<file path="src/rtl/albt_pkg.sv">
// ----------------------------------------------------------------------------
// albt_pkg
// shared types and codes of the aging lru buffer table
// ----------------------------------------------------------------------------
package albt_pkg;

  localparam logic [2:0] ACT_LOOKUP = 3'd0;
  localparam logic [2:0] ACT_INSERT = 3'd1;
  localparam logic [2:0] ACT_TICK   = 3'd2;
  localparam logic [2:0] ACT_EVICT  = 3'd3;
  localparam logic [2:0] ACT_FLUSH  = 3'd4;

  localparam logic [1:0] ST_OK    = 2'd0;
  localparam logic [1:0] ST_MISS  = 2'd1;
  localparam logic [1:0] ST_FULL  = 2'd2;
  localparam logic [1:0] ST_EMPTY = 2'd3;

  // request travelling down the row of cells, with what it has found so far
  typedef struct packed {
    logic        active;
    logic [2:0]  action;
    logic [7:0]  file_id;
    logic [15:0] block_num;
    logic        dirty_in;
    logic        found;
    logic [5:0]  slot;
    logic [7:0]  rfile;
    logic [15:0] rblock;
    logic        rdirty;
  } probe_t;

  typedef struct packed {
    logic       valid;
    logic [5:0] slot;
  } kill_t;

  typedef struct packed {
    logic        valid;
    logic [5:0]  slot;
    logic [7:0]  file_id;
    logic [15:0] block_num;
  } emit_t;

  typedef struct packed {
    logic [1:0]  status;
    logic [5:0]  slot;
    logic [7:0]  file_id;
    logic [15:0] block_num;
    logic        write_back;
    logic        last;
  } result_t;

endpackage

</file>
<file path="src/rtl/albt_cell.sv">
// ----------------------------------------------------------------------------
// albt_cell
// one table entry; acts on the passing request and hands it to the next cell
// ----------------------------------------------------------------------------
module albt_cell import albt_pkg::*; #(
  parameter int AGE_BITS = 16,
  parameter int IDX      = 0
) (
  input  logic                clk,
  input  logic                rst,
  input  logic                en,
  input  probe_t              pin,
  input  logic [AGE_BITS-1:0] age_in,
  input  kill_t               kill,
  output probe_t              pout,
  output logic [AGE_BITS-1:0] age_out,
  output emit_t               emit
);

  logic                valid, valid_next;
  logic [7:0]          efile, efile_next;
  logic [15:0]         eblock, eblock_next;
  logic [AGE_BITS-1:0] eage, eage_next;
  logic                edirty, edirty_next;
  probe_t              nxt;
  logic [AGE_BITS-1:0] nage;

  always_comb begin
    nxt         = pin;
    nage        = age_in;
    valid_next  = valid;
    efile_next  = efile;
    eblock_next = eblock;
    eage_next   = eage;
    edirty_next = edirty;
    emit        = '0;
    if (en && pin.active) begin
      case (pin.action)
        ACT_LOOKUP: begin
          if (!pin.found && valid && efile == pin.file_id && eblock == pin.block_num) begin
            nxt.found  = 1'b1;
            nxt.slot   = 6'(IDX);
            nxt.rfile  = efile;
            nxt.rblock = eblock;
          end
        end
        ACT_INSERT: begin
          if (!pin.found && !valid) begin
            valid_next  = 1'b1;
            efile_next  = pin.file_id;
            eblock_next = pin.block_num;
            eage_next   = '0;
            edirty_next = pin.dirty_in;
            nxt.found   = 1'b1;
            nxt.slot    = 6'(IDX);
          end
        end
        ACT_TICK: begin
          if (valid && !(&eage)) eage_next = eage + 1'b1;
        end
        ACT_EVICT: begin
          // strict compare keeps the lowest slot on a tie
          if (valid && (!pin.found || eage > age_in)) begin
            nxt.found  = 1'b1;
            nxt.slot   = 6'(IDX);
            nxt.rfile  = efile;
            nxt.rblock = eblock;
            nxt.rdirty = edirty;
            nage       = eage;
          end
        end
        ACT_FLUSH: begin
          if (valid && edirty) begin
            edirty_next    = 1'b0;
            emit.valid     = 1'b1;
            emit.slot      = 6'(IDX);
            emit.file_id   = efile;
            emit.block_num = eblock;
          end
        end
        default: ;
      endcase
    end
    if (kill.valid && kill.slot == 6'(IDX)) valid_next = 1'b0;
  end

  always_ff @(posedge clk) begin
    if (rst) begin
      valid       <= 1'b0;
      pout.active <= 1'b0;
    end else begin
      valid <= valid_next;
      if (en) pout.active <= pin.active;
    end
    efile  <= efile_next;
    eblock <= eblock_next;
    eage   <= eage_next;
    edirty <= edirty_next;
    if (en) begin
      pout.action    <= nxt.action;
      pout.file_id   <= nxt.file_id;
      pout.block_num <= nxt.block_num;
      pout.dirty_in  <= nxt.dirty_in;
      pout.found     <= nxt.found;
      pout.slot      <= nxt.slot;
      pout.rfile     <= nxt.rfile;
      pout.rblock    <= nxt.rblock;
      pout.rdirty    <= nxt.rdirty;
      age_out        <= nage;
    end
  end

endmodule

</file>
<file path="config.mk">
export PLATFORM = sky130hd
export DESIGN_NAME = albt_cell
export DESIGN_NICKNAME = d
export VERILOG_FILES = /design/src/rtl/albt_pkg.sv /design/src/rtl/albt_cell.sv
export SDC_FILE = /design/constraint.sdc
export NUM_CORES = 1
export LEC_CHECK = 0
export ABC_AREA = 1
export BUFFER_PORTS_ARGS = -buffer_cell sky130_fd_sc_hd__buf_2
export CORE_MARGIN = 2
export CORE_UTILIZATION = 25
export CTS_CLUSTER_DIAMETER = 30
export DETAILED_ROUTE_END_ITERATION = 8
export GPL_TIMING_DRIVEN = 0
export HOLD_SLACK_MARGIN = 0.02
export PLACE_DENSITY = 0.42
export SYNTH_ARGS = -nofsm -noshare
export SYNTH_HDL_FRONTEND = slang
export SYNTH_SLANG_ARGS = --single-unit
</file>
<file path="constraint.sdc">
create_clock -name clk -period 3.87 [get_ports clk]
set_clock_uncertainty 0.05 [all_clocks]
set_input_delay 0.5805 -clock clk [delete_from_list [all_inputs] [get_ports clk]]
set_output_delay 0.5805 -clock clk [all_outputs]
set_load 0.01 [all_outputs]
</file>
; Yosys cells after proc, flatten, opt, wreduce, memory -nomap -nowiden
; Index checks and enable logic that the tools add are counted.
[op_classes]
add_sub_neg = 1
n_eq_ne = 9
n_mux = 19
n_reduce_logical = 22
magnitude_cmp = 1
[ops]
columns = operator, n
row1 = $mux W31, 4
row2 = $mux W16, 5
row3 = $mux W32, 2
row4 = $pmux W24 S2, 1
row5 = $pmux W16 S2, 1
row6 = $pmux W7 S3, 1
row7 = $add A16 B1 Y16 const B, 1
row8 = $eq A16 B16 Y1, 1
row9 = $gt A16 B16 Y1, 1
row10 = $reduce_and A16 Y1, 1
row11 = $logic_and A1 B1 Y1, 9
row12 = $eq A8 B8 Y1, 1
row13 = $reduce_and A4 Y1, 2
row14 = $mux W7, 1
row15 = $eq A3 B2 Y1 const B, 2
row16 = $logic_not A6 Y1, 1
row17 = $ne A2 B2 Y1 const B, 3
row18 = $reduce_bool A2 Y1, 2
row19 = $eq A3 B1 Y1 const B, 1
row20 = $eq A3 B3 Y1 const B, 1
row21 = $logic_not A1 Y1, 3
row22 = $logic_not A3 Y1, 1
row23 = $mux W1, 3
row24 = $reduce_and A3 Y1, 1
row25 = 3 further kinds, 3
[totals]
register_bits = 119
out_inout_bits = 108

; Longest topological paths before layout
; Gate-level depths: netlist (run 1).
[logic_depth]
ltp_word = 7
depth_mapped = 18
ltp_nobuf = 16

; Worst setup path before layout (run 1)
; OpenSTA, ideal clock, no wires.
[synth_timing]
kind = input port to flip-flop
startpoint = in pin[57] (netlist bit)
endpoint = reg eblock[0] (enable)
setup_ps = 438
slack_ps = 679
arrival_ps = 2703
path_stages = 6
cell_sequence = inv_1 > nor2_1 > inv_1 > nor2_1 > inv_1 > nor3_1
[synth_between]
elab_chain_len = 2
[synth_rtl]
columns = item, line
row1 = from (decl), albt_cell.sv:12  ; input probe_t pin,
row2 = $eq A3 B1 Y1, albt_cell.sv:38  ; case (pin.action)
row3 = $reduce_and A3 Y1 (no source line), -
row4 = to (signal assigned), albt_cell.sv:96  ; eblock <= eblock_next;
row5 = to (decl), albt_cell.sv:22  ; logic [15:0] eblock, eblock_next;
; No other way between the ends.
; A chain may end at the register's enable or synchronous reset.

==> key figures, run 1 <==
Clock network
  • Quantity of gates resized following cts: 0
  • Library cell used as clock root buffer: clkbuf_16
  • Insertion delay to the later sink of the worst-skew pair: 0.42 ns
  • Clock slew at reported path FFs: 0.06 ns
  • CTS HTree Levels: 4
  • Hold buffers post-CTS: 0
  • Buffers inserted by post-CTS timing repair: 0
  • Clock buffers created by TritonCTS: 17
  • Clock tree from TritonCTS: yes
  • Buffer depth of the longest clock path: 2
  • Clock sinks: 119

Power and ir drop
  • Power per cell area: 389 nW/um^2
  • Lkg Pwr: 4.40 nW
  • Worst ir drop on vdd: 0.221 mV

Worst setup path
  • Worst path slowest cell: buf_4
  • Cell repeated most along the worst path: nor2_1
  • Number of buffer and inverter stages on the critical path: 4
  • Category of the worst setup path launch point: input port
  • Critical path's top delay family: buffers and inverters
  • Worst Setup SP: en
  • Reg-to-Reg Start: eage[7]
  • Number of cells on the worst reg-to-reg path: 11
  • Arr. time, crit path: 2.67 ns
  • Flop2flop setup slack: 1.16 ns
  • Logic depth of the worst setup path including buffers: 7
  • Max FO, Critical Path: 34
  • Chain of cells forming the critical path: buf_4 -> nand2_1 -> nor2_1 -> inv_1 -> clkbuf_1 -> nor2_1 -> buf_2
  • Endpoint of the most critical setup path: emit[14]
  • Critical Path Max Stage Delay: 0.41 ns
  • Category of the worst setup path capture point: output port
  • Endpoint of the most critical register-to-register path: pout[19]
  • Path type of the worst setup path: input port to output port
  • Data required, critical path: 3.24 ns

Placement
  • Post-detailed-placement half-perimeter wirelength: 16.4 mm
  • Total of buffers placed on input and output ports: 188
  • Total placed cells including tap cells: 1348
  • Placer congestion estimate: 0.817
  • Cell Area, Placed: 8350 um^2

Die
  • Starting Density: 25.5%
  • I/O Pins: 195
  • Die X-Extent: 170 um
  • Vertical die dimension: 170 um
  • Full die area: 28800 um^2
  • Area of the placeable core: 27000 um^2
  • Floorplan row count: 60

Cells and area
  • Total non-filler cell area in the finished layout: 8930 um^2
  • Layout fillers: 2912
  • Final net count: 1130
  • Area growth from synthesis to layout: 30.0%
  • Commonest cells after routing, fill and taps aside: nand2_1, buf_2, inv_1
  • Commonest non-fill, non-tap cell in the layout: nand2_1
  • Proportion of layout cells with a drive suffix above 1: 28.0%
  • Cell Count, Final, Fillers Out: 1381

Global routing
  • All-Layer GR Usage: 15.4%
  • Wire length of the first global-routing pass: 33.1 mm
  • Initial antenna violation count: 2
  • Number of global-route vias before repair: 5839
  • Maximum number of pins on one net before global-route repair: 46
  • Final global-route overflow total: 0

Synthesis
  • Netlist cell types: 36
  • Biggest area contributors in the synthesized netlist: edfxtp_1, nand2_1, inv_1
  • Share of the yosys chip area belonging to registers: 51.7%
  • Cell type with the highest aggregate area in the netlist: edfxtp_1
  • Post-synthesis instance total: 809
  • Flip-flop and latch count after synthesis: 119
  • Top cell type's share of synthesized area: 51.2%
  • Per-instance average area after synthesis: 8.49 um^2
  • Count of warnings emitted by yosys: 0
  • Post-synthesis cell area: 6870 um^2

Timing
  • Period minus WS final: 3.31 ns
  • Final setup violation count: 0
  • Number of pins exceeding their max-slew limit in the final report: 0
  • Maximum achievable frequency: 0.303 GHz
  • Slew at the pin closest to its max-slew limit: 0.621 ns
  • Final period utilization: 85.4%
  • Relative max-transition margin: 58.4%
  • Setup repair after global routing missed its margin: false
  • Hold Vio Cnt, Final: 0

Worst hold path
  • Hold Startpoint: rst
  • Path category of the worst min-delay check: input port to flop
  • Number of stages on the worst hold path: 2

Route
  • Detailed-route vias per instance: 4.32
  • Detailed-router iteration count before antenna repair: 5
  • Wire length per cell after detailed routing: 15.8 um
  • Total wire length: 21.9 mm
  • Number of nets with antenna violations after detailed routing: 0
  • Routed vias: 5965
  • Remaining DRCs: 0
  • Number of DRC markers in iteration 0: 417

Status
  • Status: completed

Job
  • Max Cap Violations: 0
where the power goes:
part	switching [mW]	leakage (nW)	internal (mW)
logic	0.213	2.99	0.141
registers	0.0191	1.13	1.50
clock network	0.653	0.273	0.949
total	0.885	4.40	2.59
how the worst min path moves through the flow:
stage / end / slack, ns
after detailed placement: pout[60] / 0.40
final: pout[60] / 0.28
after global placement: pout[60] / 0.40
after floorplan: pout[60] / 0.43
after global routing: pout[60] / 0.27
after CTS: pout[60] / 0.25
synthesized netlist by cell type:
cell and instances:
a21oi_2 1, nor2_2 5, nor2_1 76, nor2_4 1, nor3b_2 1, nor4_1 1, o21ai_0 25, nand3_1 96
a31oi_1 1, a21oi_1 21, o211ai_1 1, nand2_2 3, a22oi_1 1, dfxtp_1 2, edfxtp_1 117, nor3_4 1
inv_2 3, nor3_2 3, xnor2_1 4, conb_1 1, nand2_1 206, nand4_1 4, buf_4 8, buf_2 11
a21boi_0 6, a21o_1 1, inv_1 143, or2_2 1, clkbuf_1 5, buf_6 6, xor2_1 3, nor3_1 11
a311oi_1 1, nand3_2 21, buf_1 1, ha_1 17
sequential cells by signal, summed over array words and instances (netlist names):
signal,count
edirty,1
eblock,16
efile,8
eage,16
pout,61
valid,1
age_out,16
area by class of cell:
type                    instances  area, um^2  area share, %
clock inverters                15         156           1.75
well taps                     341         427           4.78
multi-input cells             518        2590           29.0
diodes                          1        2.50         0.0280
repair buffers                193        1020           11.5
clock buffers                  17         425           4.76
flip-flops and latches        119        3550           39.8
inverters                     146         548           6.14
plain buffers                  31         205           2.30
worst register-to-register path, stage by stage (launching register included):
cell,delay [ns]
edfxtp_1,0.49
ha_1,0.34
nand2_1,0.07
nor2_1,0.19
nand4_1,0.14
nor2_1,0.11
nor2_1,0.05
nand2_2,0.18
clkbuf_1,0.51
nand3_1,0.15
nand3_1,0.13
nand2_1,0.06
kinds of logic after synthesis:
family | after synthesis | synth area share (%)
other | 1 | 0.0546
flip-flops | 119 | 51.7
adder cells (fa/ha/maj) | 17 | 3.10
XOR/XNOR | 7 | 0.893
buffers and inverters | 177 | 11.0
AO/OA/AOI/OAI | 58 | 4.68
AND/OR/NAND/NOR | 430 | 28.6
per-stage QoR:
stage	setup slack, ns	hold WS (ns)	TNS, ns	utilization, %	power, mW
floorplan	0.679	0.427	0	-	1.71
global placement	-3.03	0.396	-108.17	30.6	1.90
detailed placement	0.544	0.402	0	31.0	1.90
CTS	0.538	0.252	0	33.1	3.53
global route	0.371	0.272	0	33.1	3.63
finish	0.565	0.279	0	33.1	3.47
routing by layer:
| metal | global-route usage (%) | up-vias | routed length [um] | part of all wire (%) |
|---|---|---|---|---|
| met5 | 0 | - | 13 | 0.059 |
| met2 | 26.4 | 167 | 10600 | 48 |
| met3 | 3.59 | 12 | 1160 | 5.3 |
| met1 | 19.6 | 2736 | 9930 | 45 |
| li1 | - | 3048 | - | - |
| met4 | 3.34 | 2 | 176 | 0.80 |
Note: power is estimated with default switching activity, not from simulation.
==> inputs of run 2 (changes only) <==
--- a/config.mk
+++ b/config.mk
@@ -8,12 +8,13 @@
 export ABC_AREA = 1
 export BUFFER_PORTS_ARGS = -buffer_cell sky130_fd_sc_hd__buf_2
 export CORE_MARGIN = 2
-export CORE_UTILIZATION = 25
+export CORE_UTILIZATION = 53
 export CTS_CLUSTER_DIAMETER = 30
 export DETAILED_ROUTE_END_ITERATION = 8
+export GPL_ROUTABILITY_DRIVEN = 0
 export GPL_TIMING_DRIVEN = 0
 export HOLD_SLACK_MARGIN = 0.02
-export PLACE_DENSITY = 0.42
+export PLACE_DENSITY = 0.79
 export SYNTH_ARGS = -nofsm -noshare
 export SYNTH_HDL_FRONTEND = slang
 export SYNTH_SLANG_ARGS = --single-unit
==> run 2 against run 1 <==
Net effect:
- flip-flop and latch count is the same
- sequential share of layout area rose by 1.2 points
- worst hold slack better by 0.0039 ns
- register-to-register slack improved by 0.07 ns
- utilization is 36 points higher
- non-clock buffer count shrank 2
- global-route usage is 11 points higher
- maximum frequency rose by 8.7%
- sequential power about the same
- combinational power decreased by 1%
- cell area down 2.8%
- count of clock-buffer cells in the layout up 2
- critical endpoint unchanged
- largest cell class unchanged
- highest routed layer unchanged
==> key figures, run 2 (synthesis results as in run 1) <==
Worst setup path
  • Category of the worst setup path launch point: input port
  • Max FO, Critical Path: 32 (-5.9%)
  • Path type of the worst setup path: input port to output port
  • Arr. time, crit path: 2.41 ns (-0.26 ns)
  • Category of the worst setup path capture point: output port
  • Data required, critical path: 3.24 ns (about the same)

Placement
  • Post-detailed-placement half-perimeter wirelength: 13.0 mm (-20%)
  • Total placed cells including tap cells: 1177 (-13%)
  • Total of buffers placed on input and output ports: 188 (unchanged)
  • Cell Area, Placed: 8100 um^2 (-2.9%)

Timing
  • Final setup violation count: 0 (unchanged)
  • Number of pins exceeding their max-slew limit in the final report: 0 (unchanged)
  • Final period utilization: 78.6% (-6.8 points)
  • Period minus WS final: 3.04 ns (-0.264 ns)
  • Maximum achievable frequency: 0.329 GHz (+8.7%)
  • Relative max-transition margin: 37.9% (-20 points)
  • Hold Vio Cnt, Final: 0 (unchanged)
  • Setup repair after global routing missed its margin: false
  • Slew at the pin closest to its max-slew limit: 0.932 ns (+0.310 ns)

Clock network
  • Buffers inserted by post-CTS timing repair: 0 (unchanged)
  • Clock tree from TritonCTS: yes
  • Insertion delay to the later sink of the worst-skew pair: 0.42 ns (about the same)
  • Buffer depth of the longest clock path: 2 (unchanged)
  • CTS HTree Levels: 4 (unchanged)
  • Hold buffers post-CTS: 0 (unchanged)
  • Clock sinks: 119 (unchanged)
  • Library cell used as clock root buffer: clkbuf_16
  • Clock buffers created by TritonCTS: 17 (unchanged)
  • Clock slew at reported path FFs: 0.05 ns (about the same)
  • Quantity of gates resized following cts: 0 (unchanged)

Cells and area
  • Register name with the most flops: pout
  • Layout fillers: 1046 (-64%)
  • Commonest cells after routing, fill and taps aside: nand2_1, buf_2, inv_1
  • Final net count: 1128 (-0.18%)
  • Total non-filler cell area in the finished layout: 8680 um^2 (-2.8%)
  • Commonest non-fill, non-tap cell in the layout: nand2_1
  • Cell Count, Final, Fillers Out: 1210 (-12%)
  • Proportion of layout cells with a drive suffix above 1: 27.5% (-0.52 points)
  • Largest register FFs: 61 (unchanged)
  • Area growth from synthesis to layout: 26.3%

Die
  • Area of the placeable core: 12600 um^2 (-53%)
  • Starting Density: 54.4% (+29 points)
  • Floorplan row count: 41 (-32%)
  • Full die area: 13900 um^2 (-52%)
  • Die X-Extent: 118 um (-31%)
  • Vertical die dimension: 118 um (-31%)
  • I/O Pins: 195 (unchanged)

Route
  • Routed vias: 6163 (+3.3%)
  • Number of DRC markers in iteration 0: 520 (+25%)
  • Detailed-router iteration count before antenna repair: 5 (unchanged)
  • Total wire length: 17.9 mm (-18%)
  • Remaining DRCs: 0 (unchanged)
  • Number of nets with antenna violations after detailed routing: 0 (unchanged)
  • Wire length per cell after detailed routing: 14.8 um (-6.8%)
  • Detailed-route vias per instance: 5.09 (+18%)

Global routing
  • Initial antenna violation count: 2 (unchanged)
  • All-Layer GR Usage: 25.9% (+11 points)
  • Number of global-route vias before repair: 5814 (-0.43%)
  • Maximum number of pins on one net before global-route repair: 48 (+4.3%)
  • Final global-route overflow total: 0 (unchanged)
  • Wire length of the first global-routing pass: 28.0 mm (-15%)

Worst hold path
  • Path category of the worst min-delay check: input port to flop

Power and ir drop
  • Worst ir drop on vdd: 0.249 mV (+12%)
  • Lkg Pwr: 4.40 nW (about the same)
  • Power per cell area: 393 nW/um^2 (+1.1%)

Status
  • Status: completed

Job
  • Max Cap Violations: 0 (unchanged)
==> run 2: per-layer routing <==
metal / global-route usage [%] / part of all wire [%] / vias to the layer above
li1: - / - / 3037
met1: 31.4 / 40 / 2778
met2: 43.8 / 49 / 307
met3: 6.25 / 8.4 / 39
met4: 11.8 / 2.5 / 2
met5: 0 / 0.073 / -
==> run 2: layout make-up <==
type                       count  area (um^2)  share of cell area, %
multi-input combinational    518         2590                   29.8
buffer                        31          205                   2.37
clock buffer                  19          433                   4.99
antenna                        1         2.50                 0.0288
clock inverter                13          136                   1.57
inverter                     146          548                   6.32
tap                          172          215                   2.48
sequential                   119         3550                   41.0
timing repair buffer         191          993                   11.5
==> run 2: through the flow <==
step	hold slack, ns	setup WS [ns]	power, mW	utilization, %	setup TNS [ns]
finish	0.283	0.829	3.41	68.7	0
global placement	0.396	-2.01	1.88	63.7	-67.58
global route	0.287	0.763	3.52	68.7	0
floorplan	0.427	0.679	1.71	-	0
CTS	0.267	0.880	3.43	68.7	0
detailed placement	0.405	0.890	1.89	64.2	0
==> run 2: final timing paths <==
kind	slack, ns	from	depth (start not counted)	endpoint
max	0.83	en	7	emit[14]
min	0.28	rst	2	pout[60]
max reg2reg	1.23	eage[7]	11	pout[24]
min reg2reg	0.41	pout[60]	2	pout[60]
==> run 2: power by group <==
part / switching (mW) / internal (mW)
registers: 0.0199 / 1.50
logic: 0.209 / 0.140
clock network: 0.548 / 0.994
total: 0.777 / 2.63
==> run 2: worst max-delay path: stages <==
cell	delay [ns]
buf_4	0.36
nand2_1	0.31
nor2_1	0.28
inv_1	0.17
clkbuf_1	0.30
nor2_1	0.21
buf_2	0.16
